**config.mk**
```make
export PLATFORM = sky130hd
export DESIGN_NAME = multilevel_feedback_scheduler
export DESIGN_NICKNAME = d
export VERILOG_FILES = /design/src/design/mfs_pkg.sv /design/src/design/mfs_table.sv /design/src/design/mfs_cfg.sv /design/src/design/mfs_ctrl.sv /design/src/design/multilevel_feedback_scheduler.sv
export VERILOG_INCLUDE_DIRS = /design/src /design/src/design
export SDC_FILE = /design/constraint.sdc
export NUM_CORES = 1
export LEC_CHECK = 0
export BUFFER_PORTS_ARGS = -buffer_cell sky130_fd_sc_hd__buf_2
export CORE_MARGIN = 2
export CORE_UTILIZATION = 45
export DETAILED_ROUTE_END_ITERATION = 8
export PLACE_DENSITY = 0.73
export SLEW_MARGIN = 10
export SYNTH_ARGS = -nofsm -noshare
export SYNTH_HDL_FRONTEND = slang
export SYNTH_SLANG_ARGS = --single-unit
```
**constraint.sdc**
```tcl
create_clock -name clk -period 6.98 [get_ports clk]
set_input_delay 1.396 -clock clk [delete_from_list [all_inputs] [get_ports clk]]
set_output_delay 1.396 -clock clk [all_outputs]
set_load 0.02 [all_outputs]
```
**src/design/multilevel_feedback_scheduler_defines.svh**
```systemverilog
// ----------------------------------------------------------------------------
// Assertion macros for the feedback scheduler
// Shared concurrent assertion forms.
// ----------------------------------------------------------------------------
`ifndef MULTILEVEL_FEEDBACK_SCHEDULER_DEFINES_SVH
`define MULTILEVEL_FEEDBACK_SCHEDULER_DEFINES_SVH

// implication checked on every edge outside reset
`define MFS_ASSERT_IMP(label, ante, cons) \
    label: assert property (@(posedge clk) disable iff (!rst_n) (ante) |-> (cons)) \
        else $error("mfs check failed");

// next-cycle implication
`define MFS_ASSERT_NXT(label, ante, cons) \
    label: assert property (@(posedge clk) disable iff (!rst_n) (ante) |=> (cons)) \
        else $error("mfs check failed");

`endif

```
**src/design/mfs_pkg.sv**
```systemverilog
// ----------------------------------------------------------------------------
// mfs_pkg
// Types and constants of the feedback scheduler.
// ----------------------------------------------------------------------------
package mfs_pkg;

    localparam int JOB_SLOTS = 16;
    localparam int SLOT_W    = $clog2(JOB_SLOTS);
    localparam int CNT_W     = $clog2(JOB_SLOTS + 1);

    localparam logic [1:0] FUNC_TICK = 2'd0;
    localparam logic [1:0] FUNC_ENQ  = 2'd1;
    localparam logic [1:0] FUNC_DEQ  = 2'd2;
    localparam logic [1:0] FUNC_DONE = 2'd3;

    localparam logic [1:0] ST_OK       = 2'd0;
    localparam logic [1:0] ST_FULL     = 2'd1;
    localparam logic [1:0] ST_NOTFOUND = 2'd2;

    localparam logic [1:0] CFG_SLICE1 = 2'd0;
    localparam logic [1:0] CFG_SLICE2 = 2'd1;
    localparam logic [1:0] CFG_SLICE3 = 2'd2;
    localparam logic [1:0] CFG_AGING  = 2'd3;

    localparam logic [1:0] PRIO_TOP     = 2'd3;
    localparam logic [1:0] LEVEL_BOTTOM = 2'd3;
    localparam logic [7:0] WAIT_MAX     = 8'd255;

    typedef struct packed {
        logic [1:0]  func;
        logic [1:0]  priority_req;
        logic [15:0] job_id;
    } in_item_t;

    typedef struct packed {
        logic        running_valid;
        logic [15:0] running_id;
        logic [1:0]  served_level;
        logic [15:0] assigned_id;
        logic [1:0]  status;
        logic        switched;
    } out_item_t;

    typedef struct packed {
        logic [15:0] id;
        logic [1:0]  level;
        logic [1:0]  base_prio;
        logic [1:0]  cur_prio;
        logic [7:0]  wait_cnt;
        logic [15:0] order;
    } entry_t;

    typedef struct packed {
        logic [7:0] slice1;
        logic [7:0] slice2;
        logic [7:0] slice3;
        logic [7:0] aging;
    } cfg_t;

    // memory port bundle: one write, one read per cycle
    typedef struct packed {
        logic              we;
        logic [SLOT_W-1:0] waddr;
        entry_t            wdata;
        logic [SLOT_W-1:0] raddr;
    } mem_req_t;

    function automatic logic [1:0] drop_level(input logic [1:0] lvl);
        return (lvl < LEVEL_BOTTOM) ? lvl + 2'd1 : LEVEL_BOTTOM;
    endfunction

    function automatic logic [7:0] slice_for(input cfg_t c, input logic [1:0] lvl);
        logic [7:0] s;
        case (lvl)
            2'd1:    s = c.slice1;
            2'd2:    s = c.slice2;
            default: s = c.slice3;
        endcase
        return s;
    endfunction

endpackage

```
**src/design/mfs_table.sv**
```systemverilog
// ----------------------------------------------------------------------------
// mfs_table
// Job table memory: one write port, one registered read port.
// ----------------------------------------------------------------------------
module mfs_table
    import mfs_pkg::*;
(
    input  logic     clk,
    input  mem_req_t req,
    output entry_t   rdata
);

    entry_t mem [JOB_SLOTS];

    always_ff @(posedge clk)
    begin
        if (req.we)
        begin
            mem[req.waddr] <= req.wdata;
        end
        rdata <= mem[req.raddr];
    end

endmodule

```
**src/design/mfs_cfg.sv**
```systemverilog
// ----------------------------------------------------------------------------
// mfs_cfg
// Configuration register file.
// ----------------------------------------------------------------------------
module mfs_cfg
    import mfs_pkg::*;
(
    input  logic       clk,
    input  logic       rst_n,
    input  logic       cfg_valid,
    output logic       cfg_ready,
    input  logic [1:0] cfg_index,
    input  logic [7:0] cfg_data,
    output cfg_t       cfg
);

    cfg_t cfg_reg;

    assign cfg_ready = 1'b1;
    assign cfg       = cfg_reg;

    always_ff @(posedge clk or negedge rst_n)
    begin
        if (!rst_n)
        begin
            cfg_reg <= '{slice1: 8'd1, slice2: 8'd2, slice3: 8'd5, aging: 8'd10};
        end
        else if (cfg_valid)
        begin
            case (cfg_index)
                CFG_SLICE1: cfg_reg.slice1 <= cfg_data;
                CFG_SLICE2: cfg_reg.slice2 <= cfg_data;
                CFG_SLICE3: cfg_reg.slice3 <= cfg_data;
                CFG_AGING:  cfg_reg.aging  <= cfg_data;
                default:    cfg_reg        <= cfg_reg;
            endcase
        end
    end

endmodule

```
**src/design/mfs_ctrl.sv**
```systemverilog
// ----------------------------------------------------------------------------
// mfs_ctrl
// Sequencer: aging pass, enqueue/dequeue, selection pass, write-back.
// ----------------------------------------------------------------------------
module mfs_ctrl
    import mfs_pkg::*;
(
    input  logic      clk,
    input  logic      rst_n,
    input  logic      start,
    output logic      busy,
    input  in_item_t  item,
    input  cfg_t      cfg,
    output mem_req_t  mreq,
    input  entry_t    rdata,
    output logic      result_valid,
    output out_item_t result
);

`include "multilevel_feedback_scheduler_defines.svh"

    localparam logic [2:0] S_IDLE = 3'd0;
    localparam logic [2:0] S_AGE  = 3'd1;
    localparam logic [2:0] S_OP   = 3'd2;
    localparam logic [2:0] S_SEL  = 3'd3;
    localparam logic [2:0] S_PRE  = 3'd4;
    localparam logic [2:0] S_WB   = 3'd5;
    localparam logic [2:0] S_DONE = 3'd6;

    logic [2:0]          state_reg, state_next;
    logic [CNT_W-1:0]    cnt_reg, cnt_next;       // read address issue count
    logic                rv_reg, rv_next;         // rdata valid for slot rs_reg
    logic [SLOT_W-1:0]   rs_reg, rs_next;
    logic [JOB_SLOTS-1:0] valid_reg, valid_next;
    logic                run_on_reg, run_on_next;
    logic [SLOT_W-1:0]   run_slot_reg, run_slot_next;
    logic [15:0]         run_id_reg, run_id_next;
    logic [1:0]          lvl_reg, lvl_next;
    logic [7:0]          slice_reg, slice_next;
    logic [15:0]         idc_reg, idc_next;
    logic [15:0]         ordc_reg, ordc_next;
    in_item_t            item_reg, item_next;
    logic [1:0]          st_reg, st_next;
    logic [15:0]         asg_reg, asg_next;
    logic                sw_reg, sw_next;
    logic                forced_reg, forced_next;
    logic                hit_reg, hit_next;
    logic [SLOT_W-1:0]   hit_slot_reg, hit_slot_next;
    logic                best_on_reg, best_on_next;
    logic [SLOT_W-1:0]   best_slot_reg, best_slot_next;
    entry_t              best_reg, best_next;
    logic                out_v_reg, out_v_next;
    out_item_t           out_reg, out_next;

    logic                waiting;
    logic [15:0]         age_i, age_b;
    entry_t              e;
    logic                free_found;
    logic [SLOT_W-1:0]   free_slot;
    logic                better;

    assign busy         = (state_reg != S_IDLE);
    assign result_valid = out_v_reg;
    assign result       = out_reg;

    always_comb
    begin
        free_found = 1'b0;
        free_slot  = '0;
        for (int i = JOB_SLOTS - 1; i >= 0; i--)
        begin
            if (!valid_reg[i])
            begin
                free_found = 1'b1;
                free_slot  = SLOT_W'(i);
            end
        end
    end

    always_comb
    begin
        state_next    = state_reg;
        cnt_next      = cnt_reg;
        rv_next       = 1'b0;
        rs_next       = rs_reg;
        valid_next    = valid_reg;
        run_on_next   = run_on_reg;
        run_slot_next = run_slot_reg;
        run_id_next   = run_id_reg;
        lvl_next      = lvl_reg;
        slice_next    = slice_reg;
        idc_next      = idc_reg;
        ordc_next     = ordc_reg;
        item_next     = item_reg;
        st_next       = st_reg;
        asg_next      = asg_reg;
        sw_next       = sw_reg;
        forced_next   = forced_reg;
        hit_next      = hit_reg;
        hit_slot_next = hit_slot_reg;
        best_on_next  = best_on_reg;
        best_slot_next = best_slot_reg;
        best_next     = best_reg;
        out_v_next    = 1'b0;
        out_next      = out_reg;
        mreq          = '0;
        e             = rdata;
        waiting       = valid_reg[rs_reg] && !(run_on_reg && run_slot_reg == rs_reg);
        age_i         = ordc_reg - rdata.order;
        age_b         = ordc_reg - best_reg.order;
        better        = 1'b0;

        case (state_reg)
            S_IDLE:
            begin
                if (start)
                begin
                    item_next   = item;
                    st_next     = ST_OK;
                    asg_next    = '0;
                    sw_next     = 1'b0;
                    forced_next = 1'b0;
                    hit_next    = 1'b0;
                    cnt_next    = '0;
                    if (item.func == FUNC_DONE)
                    begin
                        if (run_on_reg)
                        begin
                            valid_next[run_slot_reg] = 1'b0;
                            run_on_next = 1'b0;
                            sw_next     = 1'b1;
                            slice_next  = '0;
                        end
                        state_next = S_DONE;
                    end
                    else
                    begin
                        state_next = S_AGE;
                    end
                end
            end

            // read each slot, age waiting slots of the served level and write them back; also look for dequeue hit
            S_AGE:
            begin
                if (cnt_reg < CNT_W'(JOB_SLOTS))
                begin
                    mreq.raddr = cnt_reg[SLOT_W-1:0];
                    rv_next    = 1'b1;
                    rs_next    = cnt_reg[SLOT_W-1:0];
                    cnt_next   = cnt_reg + 1'b1;
                end
                if (rv_reg)
                begin
                    if (waiting && rdata.level == lvl_reg)
                    begin
                        if (e.wait_cnt < WAIT_MAX)
                        begin
                            e.wait_cnt = e.wait_cnt + 8'd1;
                        end
                        if (e.wait_cnt >= cfg.aging && e.cur_prio < PRIO_TOP)
                        begin
                            e.cur_prio = e.cur_prio + 2'd1;
                            e.wait_cnt = '0;
                        end
                        mreq.we    = 1'b1;
                        mreq.waddr = rs_reg;
                        mreq.wdata = e;
                    end
                    if (waiting && !hit_reg && rdata.id == item_reg.job_id)
                    begin
                        hit_next      = 1'b1;
                        hit_slot_next = rs_reg;
                    end
                    if (rs_reg == SLOT_W'(JOB_SLOTS - 1))
                    begin
                        state_next = S_OP;
                    end
                end
            end

            S_OP:
            begin
                if (item_reg.func == FUNC_ENQ)
                begin
                    if (!free_found)
                    begin
                        st_next = ST_FULL;
                    end
                    else
                    begin
                        idc_next   = idc_reg + 16'd1;
                        valid_next[free_slot] = 1'b1;
                        mreq.we    = 1'b1;
                        mreq.waddr = free_slot;
                        mreq.wdata = '{id: idc_reg + 16'd1, level: 2'd1,
                                       base_prio: item_reg.priority_req,
                                       cur_prio: item_reg.priority_req,
                                       wait_cnt: 8'd0, order: ordc_reg};
                        ordc_next   = ordc_reg + 16'd1;
                        asg_next    = idc_reg + 16'd1;
                        forced_next = 1'b1;
                    end
                end
                else if (item_reg.func == FUNC_DEQ)
                begin
                    if (run_on_reg && run_id_reg == item_reg.job_id)
                    begin
                        valid_next[run_slot_reg] = 1'b0;
                        run_on_next = 1'b0;
                        sw_next     = 1'b1;
                    end
                    else if (hit_reg)
                    begin
                        valid_next[hit_slot_reg] = 1'b0;
                    end
                    else
                    begin
                        st_next = ST_NOTFOUND;
                    end
                end
                if (!forced_next && slice_reg > 8'd1)
                begin
                    slice_next = slice_reg - 8'd1;
                    state_next = S_DONE;
                end
                else
                begin
                    cnt_next     = '0;
                    best_on_next = 1'b0;
                    state_next   = S_SEL;
                end
            end

            S_SEL:
            begin
                if (cnt_reg < CNT_W'(JOB_SLOTS))
                begin
                    mreq.raddr = cnt_reg[SLOT_W-1:0];
                    rv_next    = 1'b1;
                    rs_next    = cnt_reg[SLOT_W-1:0];
                    cnt_next   = cnt_reg + 1'b1;
                end
                if (rv_reg)
                begin
                    if (waiting)
                    begin
                        if (!best_on_reg)
                        begin
                            better = 1'b1;
                        end
                        else if (rdata.level != best_reg.level)
                        begin
                            better = rdata.level < best_reg.level;
                        end
                        else if (rdata.cur_prio != best_reg.cur_prio)
                        begin
                            better = rdata.cur_prio > best_reg.cur_prio;
                        end
                        else
                        begin
                            better = age_i > age_b;
                        end
                    end
                    if (better)
                    begin
                        best_on_next   = 1'b1;
                        best_slot_next = rs_reg;
                        best_next      = rdata;
                    end
                    if (rs_reg == SLOT_W'(JOB_SLOTS - 1))
                    begin
                        state_next = S_PRE;
                    end
                end
            end

            // fetch running entry for demotion or preemption write-back
            S_PRE:
            begin
                mreq.raddr = run_slot_reg;
                state_next = S_WB;
            end

            S_WB:
            begin
                e = rdata;
                if (!best_on_reg)
                begin
                    if (run_on_reg)
                    begin
                        e.level    = drop_level(rdata.level);
                        mreq.we    = 1'b1;
                        mreq.waddr = run_slot_reg;
                        mreq.wdata = e;
                        lvl_next   = e.level;
                        slice_next = slice_for(cfg, e.level);
                    end
                    else
                    begin
                        slice_next = '0;
                    end
                    state_next = S_DONE;
                end
                else if (run_on_reg)
                begin
                    e.cur_prio = rdata.base_prio;
                    e.wait_cnt = '0;
                    e.level    = drop_level(rdata.level);
                    e.order    = ordc_reg;
                    mreq.we    = 1'b1;
                    mreq.waddr = run_slot_reg;
                    mreq.wdata = e;
                    ordc_next  = ordc_reg + 16'd1;
                    run_on_next = 1'b0;
                    state_next = S_WB;
                end
                else
                begin
                    e          = best_reg;
                    e.wait_cnt = '0;
                    mreq.we    = 1'b1;
                    mreq.waddr = best_slot_reg;
                    mreq.wdata = e;
                    run_on_next   = 1'b1;
                    run_slot_next = best_slot_reg;
                    run_id_next   = best_reg.id;
                    lvl_next      = best_reg.level;
                    slice_next    = slice_for(cfg, best_reg.level);
                    sw_next       = 1'b1;
                    state_next    = S_DONE;
                end
            end

            S_DONE:
            begin
                out_v_next = 1'b1;
                out_next   = '{running_valid: run_on_reg,
                               running_id: run_on_reg ? run_id_reg : 16'd0,
                               served_level: lvl_reg,
                               assigned_id: asg_reg,
                               status: st_reg,
                               switched: sw_reg};
                state_next = S_IDLE;
            end

            default:
            begin
                state_next = S_IDLE;
            end
        endcase
    end

    always_ff @(posedge clk or negedge rst_n)
    begin
        if (!rst_n)
        begin
            state_reg  <= S_IDLE;
            cnt_reg    <= '0;
            rv_reg     <= 1'b0;
            valid_reg  <= '0;
            run_on_reg <= 1'b0;
            lvl_reg    <= 2'd1;
            slice_reg  <= '0;
            idc_reg    <= '0;
            ordc_reg   <= '0;
            out_v_reg  <= 1'b0;
        end
        else
        begin
            state_reg  <= state_next;
            cnt_reg    <= cnt_next;
            rv_reg     <= rv_next;
            valid_reg  <= valid_next;
            run_on_reg <= run_on_next;
            lvl_reg    <= lvl_next;
            slice_reg  <= slice_next;
            idc_reg    <= idc_next;
            ordc_reg   <= ordc_next;
            out_v_reg  <= out_v_next;
        end
    end

    always_ff @(posedge clk)
    begin
        rs_reg        <= rs_next;
        run_slot_reg  <= run_slot_next;
        run_id_reg    <= run_id_next;
        item_reg      <= item_next;
        st_reg        <= st_next;
        asg_reg       <= asg_next;
        sw_reg        <= sw_next;
        forced_reg    <= forced_next;
        hit_reg       <= hit_next;
        hit_slot_reg  <= hit_slot_next;
        best_on_reg   <= best_on_next;
        best_slot_reg <= best_slot_next;
        best_reg      <= best_next;
        out_reg       <= out_next;
    end

    `MFS_ASSERT_IMP(a_run_valid, run_on_reg && state_reg == S_IDLE, valid_reg[run_slot_reg])
    `MFS_ASSERT_NXT(a_result_once, out_v_reg, !out_v_reg)
    `MFS_ASSERT_NXT(a_start_busy, start && !busy, busy)
    `MFS_ASSERT_IMP(a_level_range, 1'b1, lvl_reg != 2'd0)

endmodule

```
**src/design/multilevel_feedback_scheduler.sv**
```systemverilog
// A done item makes no pass over the job table; any other item makes one
// 16-entry aging pass, and a second selection pass if it reschedules.
// One item at a time; busy is high until the result strobe.
// Results are strobed for one cycle; the receiver cannot stall.
// Reset: no job runs, level 1 served, first tick selects; table content
// is undefined, valid bits cleared.
// ----------------------------------------------------------------------------
// multilevel_feedback_scheduler
// Three-level feedback job scheduler, one tick per item.
// ----------------------------------------------------------------------------
module multilevel_feedback_scheduler
    import mfs_pkg::*;
(
    input  logic       clk,
    input  logic       rst_n,
    input  logic       start,
    output logic       busy,
    input  in_item_t   item,
    output logic       result_valid,
    output out_item_t  result,
    input  logic       cfg_valid,
    output logic       cfg_ready,
    input  logic [1:0] cfg_index,
    input  logic [7:0] cfg_data
);

    cfg_t     cfg;
    mem_req_t mreq;
    entry_t   rdata;

    mfs_cfg u_cfg (
        .clk       (clk),
        .rst_n     (rst_n),
        .cfg_valid (cfg_valid),
        .cfg_ready (cfg_ready),
        .cfg_index (cfg_index),
        .cfg_data  (cfg_data),
        .cfg       (cfg)
    );

    mfs_table u_table (
        .clk   (clk),
        .req   (mreq),
        .rdata (rdata)
    );

    mfs_ctrl u_ctrl (
        .clk          (clk),
        .rst_n        (rst_n),
        .start        (start),
        .busy         (busy),
        .item         (item),
        .cfg          (cfg),
        .mreq         (mreq),
        .rdata        (rdata),
        .result_valid (result_valid),
        .result       (result)
    );

endmodule

```
==> metrics.md, run 1 <==
| Metric | Value |
|---|---|
| Hold EP | u_ctrl.result[13] |
| Path depth of the worst reg2reg path | 21 |
| Buf/Inv on CP | 2 |
| Internal Power | 12200 uW |
| First-pass GRT wire length | 156000 um |
| Comb pwr share | 0.265 |
| Number of global-route vias before repair | 26900 |
| Final wirelength | 101000 um |
| Ports | 75 |
| CTS Buf Count | 103 |
| Antenna violations before repair | 0 |
| Cell area after synthesis | 43900 um2 |
| Family with the most delay on the worst path | compound AO/OA/AOI/OAI gates |
| Syn nets | 3443 |
| Nets | 3468 |
| Min cycle time layout | 5.73 ns |
| Longest Clk Path Bufs | 3 |
| Peak Freq | 174 MHz |
| Remaining Overflow, GRT | 0 |
| Number of flip-flops in the largest register | 736 |
| Cell depth of the worst setup path | 21 |
| Vias after detailed routing | 27700 |
| Worst hold slack | 0.418 ns |
| Largest Register | u_table.mem |
| Peak VDD IR | 0.329 mV |
| Flops & latches, synth | 1033 |
| DP Area | 45700 um2 |
| Cts repair resizes | 0 |
| Detailed-route vias per instance | 5.86 |
| Router iterations before antenna repair | 7 |
| Core Area | 96700 um2 |
| Global Route Usage Sum | 0.200 |
| CTS H-tree depth | 3 |
| Sequential fraction of design power | 0.443 |
| Detailed placement HPWL | 60000 um |
| Slowest cell on the critical path | a211oi_4 |
| Antenna diodes | 0 |
| Die Y | 316 um |
| Data required time of the worst path | 7.35 ns |
| Largest net degree at the start of global routing | 180 |
| Synth cell types | 68 |
| CP Cell Sequence | inv_1, ha_1, fa_1, nor2b_1, o21ai_0, a21boi_0, o41ai_1, o2111ai_1, a31o_2, a21oi_1, xnor2_1, ha_1, nand4_1, nor2_1, nand2_1, nor4_1, nor3_1, o21ai_0, a211oi_4, buf_4, nand2b_1 |
| Post-CTS Repair Setup Buffers | 0 |
| Number of max-cap violations | 0 |
| Share of layout cells above drive strength 1 | 0.102 |
| Min-delay worst type | flop to flop |
| Slew Viols, Final | 0 |
| Hold Vio Cnt, Final | 0 |
| Post-CTS Hold Buffers | 0 |
| Routability cong. | 0.907 |
| Status | finished clean |
| Clk network pwr share | 0.291 |
| CTS tree | built |
| Die area | 100000 um2 |
| Asr flop ratio synth | 0.0978 |
| Reg-to-reg setup timing slack | 1.25 ns |
| Clk_skew | 0.0289 ns |
| Worst-margin pin slew | 1.25 ns |
| Synth warn | 0 |
| RSZ-0062 raised after global routing | no |
| Crit path capture type | flop |
| Row count | 114 |
| Worst Hold Depth | 0 |
| Net switching power | 6040 uW |
| Die width | 316 um |
| Cell count after synthesis | 3337 |
| Startpoint types | flop |
| Setup TNS | 0 ns |
| Slowest stage delay, CP | 0.80 ns |
| CP Class | flop to flop |
| Power Density | 373 nW/um2 |
| Detail Route Antenna Nets | 0 |
| Footprint of the multi-input gates | 12900 um2 |
| Clock tree sinks | 1033 |
| Worst-Skew Late Latency | 0.66 ns |
| Post-synth EDFFs | 886 |
| Post-synthesis sequential area ratio | 0.685 |
| Max-Slew Margin vs Limit | 0.165 |
| Layout fillers | 7948 |
| Initial core utilization | 0.454 |
| Top Registers | u_table.mem x736, u_table.rdata x46 |
| 1st-iter DRT viols | 3015 |
| Setup-failing EPs final | 0 |
| CTS root buf | clkbuf_16 |
| R2R Path End | u_ctrl.best_on_reg |
| WL per Instance | 21.4 um |
| Register area | 30100 um2 |
| I/O Buffers | 73 |
| Cell area after layout | 49000 um2 |
| Final period utilization | 0.821 |
| Reg clk slew, reported paths | 0.06 ns |
| Prevailing post-synth register cell | edfxtp_1 |
| Critical path arrival | 6.11 ns |
| Sw Share | 0.330 |
| Design Power | 18300 uW |
| DRC | 0 |
| Worst-path maximum fanout | 30 |
| Hold Startpoint | u_ctrl.asg_reg[10] |
| Reg2Reg Launch Point | u_ctrl.ordc_reg[0] |
| Leakage power | 0.0171 uW |
| Synth-to-Final Area Change | 11.6% |
| Mapped Avg Cell Area | 13.2 um2 |
[placed cells by master (no fill, tap or decap), types with 46 or more instances in the layout]
cell and instances:
nor2_1 108, nand2_1 449, a211oi_1 232, buf_4 49, inv_1 87, dfrtp_1 94
a31oi_1 114, xor2_1 52, buf_2 72, and2_1 209, o21ai_0 60, dfxtp_1 46
clkbuf_16 105, a21oi_1 164, edfxtp_1 886, ha_1 70, xnor2_1 46, a311oi_1 96
[power by group through the flow]
stage / Clock, uW / Sequential [uW] / Combinational, uW
3_3_place_gp: 0 / 8200 / 4720
6_report: 5330 / 8110 / 4850
3_5_place_dp: 0 / 8220 / 4800
4_1_cts: 5390 / 8100 / 4830
2_1_floorplan: 0 / 8000 / 3500
5_1_grt: 5650 / 8170 / 5360
[stage by stage]
| stage | cells | util | setup WS [ns] |
|---|---|---|---|
| global route | 4727 | 0.507 | 0.670 |
| floorplan | 3337 | - | 1.43 |
| detailed placement | 4533 | 0.473 | 1.33 |
| finish | 4727 | 0.507 | 1.25 |
| CTS | 4727 | 0.507 | 1.30 |
| global placement | 4532 | 0.473 | 1.46 |
[worst max-delay path by stage]
| stage | from | to | slack, ns |
|---|---|---|---|
| 2_1_floorplan | u_ctrl.ordc_reg[0] | u_ctrl.best_on_reg | 1.43 |
| 3_3_place_gp | u_ctrl.ordc_reg[0] | u_ctrl.best_on_reg | 1.46 |
| 6_report | u_ctrl.ordc_reg[0] | u_ctrl.best_on_reg | 1.25 |
| 4_1_cts | u_ctrl.ordc_reg[0] | u_ctrl.best_on_reg | 1.30 |
| 3_5_place_dp | u_ctrl.ordc_reg[0] | u_ctrl.best_on_reg | 1.33 |
| 5_1_grt | u_ctrl.ordc_reg[0] | u_ctrl.best_on_reg | 0.67 |
[routing by layer]
metal	GRT usage	vias to the layer above	share of wire
met2	0.322	1056	0.47
met4	0.0730	0	0.031
met3	0.0312	176	0.068
met5	0	-	0
li1	-	12700	-
met1	0.276	13800	0.43
[cell usage after synthesis (60+ instances only)]
cell / count / area share
a211oi_1: 233 / 0.040
a21oi_1: 164 / 0.019
a311oi_1: 96 / 0.019
a31oi_1: 116 / 0.017
and2_1: 209 / 0.030
clkbuf_1: 181 / 0.015
dfrtp_1: 94 / 0.054
edfxtp_1: 886 / 0.61
ha_1: 70 / 0.020
inv_1: 87 / 0.0074
nand2_1: 449 / 0.038
nor2_1: 122 / 0.010
o21ai_0: 60 / 0.0068
[layout make-up]
type / instances / share of cell area
clock buffers: 142 / 0.0575
flip-flops and latches: 1033 / 0.614
repair buffers: 126 / 0.0169
well taps: 1276 / 0.0326
multi-input cells: 2011 / 0.264
inverters: 87 / 0.00667
clock inverters: 52 / 0.00896
[cells by family (layout without fill, tap and decap cells)]
group           count (synthesis)  in the layout  synth area share
compound gates                827            827             0.132
xor+xnor                       98             98            0.0196
fa+ha+maj                      72             72            0.0209
buf+inv                       293            407            0.0257
flops                        1033           1033             0.685
mux                            49             49            0.0135
other cells                     1              1         0.0000854
simple gates                  964            964             0.104
Power figures use the tool's default switching activity.
==> inputs of run 2 (changes only) <==
--- a/config.mk
+++ b/config.mk
@@ -6,6 +6,7 @@
 export SDC_FILE = /design/constraint.sdc
 export NUM_CORES = 1
 export LEC_CHECK = 0
+export ABC_AREA = 1
 export BUFFER_PORTS_ARGS = -buffer_cell sky130_fd_sc_hd__buf_2
 export CORE_MARGIN = 2
 export CORE_UTILIZATION = 45
==> constraint.sdc (replaced) <==
create_clock -name clk -period 4.8 [get_ports clk]
set_input_delay 0.96 -clock clk [delete_from_list [all_inputs] [get_ports clk]]
set_output_delay 0.96 -clock clk [all_outputs]
set_load 0.02 [all_outputs]
==> metrics.md, run 2 <==
| Metric | Value |
|---|---|
| Cell count after synthesis | 3672 (+10%) |
| Post-synth EDFFs | 886 (unchanged) |
| First-pass GRT wire length | 164000 um (+5.6%) |
| CTS Buf Count | 99 (-3.9%) |
| Number of max-cap violations | 0 (unchanged) |
| DRC | 0 (unchanged) |
| Die Y | 315 um (-0.36%) |
| Worst-path maximum fanout | 21 (-30%) |
| Flops & latches, synth | 1033 (unchanged) |
| R2R Path End | u_ctrl.best_reg[12] |
| Mapped Avg Cell Area | 11.9 um2 (-9.8%) |
| Reg-to-reg setup timing slack | 0.43 ns (-0.81 ns) |
| Peak VDD IR | 0.538 mV (+64%) |
| Data required time of the worst path | 5.14 ns (-2.21 ns) |
| Startpoint types | flop |
| Core Area | 96300 um2 (-0.44%) |
| Final Util | 0.510 (+0.00331) |
| Hold Vio Cnt, Final | 0 (unchanged) |
| Syn nets | 3778 (+9.7%) |
| Max-Slew Margin vs Limit | 0.194 (+0.0291) |
| Min-delay worst type | flop to flop |
| Initial core utilization | 0.452 (-0.00131) |
| Clock tree sinks | 1033 (unchanged) |
| Antenna violations before repair | 0 (unchanged) |
| Power Density | 545 nW/um2 (+46%) |
| Reg clk slew, reported paths | 0.06 ns (about the same) |
| Count leader, synth | edfxtp_1 |
| WL per Instance | 21.3 um (-0.45%) |
| Most frequent cells in the layout | 886 x edfxtp_1, 481 x nor2_1, 475 x o21ai_0 |
| Hold EP | u_ctrl.result[2] |
| Prevailing post-synth register cell | edfxtp_1 |
| Worst-Skew Late Latency | 0.66 ns (about the same) |
| Setup TNS | 0 ns (unchanged) |
| RSZ-0062 raised after global routing | no |
| Worst hold slack | 0.417 ns (-0.00173 ns) |
| Global Route Usage Sum | 0.215 (+0.0154) |
| Detailed-route vias per instance | 5.79 (-1.3%) |
| Router iterations before antenna repair | 6 (-1) |
| Worst Hold Depth | 0 (unchanged) |
| Area leader, netlist | edfxtp_1 |
| Most common cell after layout, fill and taps aside | edfxtp_1 |
| Final wirelength | 109000 um (+7.4%) |
| Min cycle time layout | 4.37 ns (-1.37 ns) |
| Number of flip-flops in the largest register | 736 (unchanged) |
| Reg2Reg Launch Point | u_ctrl.ordc_reg[0] |
| Nets | 3846 (+11%) |
| Detail Route Antenna Nets | 0 (unchanged) |
| Row count | 114 (unchanged) |
| Ports | 75 (unchanged) |
| Die area | 99300 um2 (-0.72%) |
| Worst-margin pin slew | 1.20 ns (-0.0489 ns) |
| Setup-failing EPs final | 0 (unchanged) |
| I/O Buffers | 73 (unchanged) |
| Synth cell types | 57 (-16%) |
| Leakage power | 0.0174 uW (+2.0%) |
| Antenna diodes | 0 (unchanged) |
| Largest net degree at the start of global routing | 185 (+2.8%) |
| Top-area cell type share of the netlist area | 0.611 (+0.00446) |
| Longest Clk Path Bufs | 3 (unchanged) |
| Cell area after synthesis | 43600 um2 (-0.73%) |
| CTS root buf | clkbuf_16 |
| Vias after detailed routing | 29500 (+6.5%) |
| Critical path arrival | 4.71 ns (-1.40 ns) |
| Largest Register | u_table.mem |
| Synth area leaders | edfxtp_1 61%, o21ai_0 5.5%, dfrtp_1 5.4% |
| Crit path capture type | flop |
| Slew Viols, Final | 0 (unchanged) |
| Top cells by count, synth | 886 x edfxtp_1, 497 x nor2_1, 476 x o21ai_0 |
| CP Class | flop to flop |
| CTS H-tree depth | 3 (unchanged) |
| Die width | 315 um (-0.36%) |
| Share of layout cells above drive strength 1 | 0.0923 (-0.00940) |
| Remaining Overflow, GRT | 0 (unchanged) |
| Hold Startpoint | u_ctrl.st_reg[1] |
| 1st-iter DRT viols | 3081 (+2.2%) |
| Clk_skew | 0.0234 ns (-0.00545 ns) |
| Post-synthesis sequential area ratio | 0.690 (+0.00504) |
| Top Registers | u_table.mem x736, u_table.rdata x46 |
| Synth-to-Final Area Change | 12.7% |
| Detailed placement HPWL | 59500 um (-0.99%) |
| Peak Freq | 229 MHz (+31%) |
| Asr flop ratio synth | 0.0978 (unchanged) |
| CTS tree | built |
| Number of global-route vias before repair | 28300 (+4.9%) |
| Synth warn | 0 (unchanged) |
| Routability cong. | 0.933 (+2.8%) |
| Path depth of the worst reg2reg path | 23 (+9.5%) |
| Status | finished clean |
| Final period utilization | 0.910 (+0.0883) |
## run 2: cell types whose count changed after synthesis, sizes merged, moves of 57 or more
cell,change
nand3,+102
a311oi,-95
a211oi,-231
o22ai,+57
clkbuf,-62
o21ai,+437
inv,+157
a21oi,-81
a31oi,-109
o221ai,+145
and2,-208
nor2,+385
## run 2: cells by family (layout without fill, tap and decap cells)
| logic type | count (synthesis) | in the layout | share of synthesized area |
|---|---|---|---|
| AND/OR/NAND/NOR | 1146 | 1146 | 0.107 |
| flip-flops | 1033 | 1033 | 0.690 |
| AO/OA/AOI/OAI | 920 | 920 | 0.128 |
| buffers and inverters | 427 | 579 | 0.0386 |
| XOR/XNOR | 73 | 73 | 0.0147 |
| adder cells (fa/ha/maj) | 72 | 72 | 0.0210 |
| other | 1 | 1 | 0.0000861 |
## run 2: what timing repair did
action / 4_1_cts / 5_1_grt
endpoints found under the setup margin: 0 / 42
buffers inserted: 0 / 0
hold buffers: 0 / 0
resized for setup: 0 / 1
## run 2: how the worst max path moves through the flow
stage	startpoint	to	slack, ns	depth (start not counted)
finish	u_ctrl.ordc_reg[0]	u_ctrl.best_reg[12]	0.43	23
global route	u_ctrl.ordc_reg[0]	u_ctrl.best_reg[12]	0.03	28
CTS	u_ctrl.ordc_reg[0]	u_ctrl.best_reg[5]	0.32	28
detailed placement	u_ctrl.ordc_reg[0]	u_ctrl.best_reg[14]	0.38	28
global placement	u_ctrl.ordc_reg[0]	u_ctrl.best_reg[12]	0.39	28
floorplan	u_ctrl.ordc_reg[0]	u_ctrl.best_reg[0]	0.42	27
## run 2: worst max-delay path, cell delays in order (launching register included)
cell	delay [ns]
dfrtp_1	0.40
inv_1	0.12
ha_1	0.24
fa_1	0.43
nand3b_1	0.18
nand2_1	0.14
inv_1	0.06
o221ai_1	0.25
a31oi_1	0.17
o21ai_0	0.24
xor2_1	0.17
inv_1	0.07
ha_1	0.28
nand3_1	0.10
nor3_1	0.21
nand2_1	0.08
o211ai_1	0.08
nand2_1	0.14
nand2_1	0.09
nand2_1	0.05
nand2_1	0.06
nand2_1	0.07
inv_2	0.14
buf_12	0.21
## run 2: metal layers
layer,track usage,vias to the layer above,part of all wire
met1,0.289,14400,0.40
met3,0.0299,247,0.085
met4,0.0838,0,0.032
met2,0.355,1432,0.48
li1,-,13500,-
met5,0,-,0
## run 2: cell type report
cell class | count | area (um2)
inverter | 247 | 940
sequential | 1033 | 30100
tap | 1276 | 1600
clock buffer | 138 | 2770
multi-input combinational | 2212 | 12000
timing repair buffer | 147 | 1250
fill | 8042 | 47200
clock inverter | 47 | 485
## run 2: report_power, final
group	switching [uW]	internal, uW	total (uW)
sequential	603	10800	11400
clock	3240	4550	7790
combinational	5240	2320	7560
total	9080	17700	26700
## run 2: metrics by stage
| step | setup WS [ns] | cells | instance area (um2) | power (uW) |
|---|---|---|---|---|
| 2_1_floorplan | 0.417 | 3672 | 43600 | 16600 |
| 3_3_place_gp | 0.391 | 4914 | 45800 | 18800 |
| 3_5_place_dp | 0.380 | 4914 | 45800 | 19000 |
| 4_1_cts | 0.321 | 5099 | 49100 | 26700 |
| 5_1_grt | 0.0294 | 5100 | 49100 | 28100 |
| 6_report | 0.433 | 5100 | 49100 | 26700 |
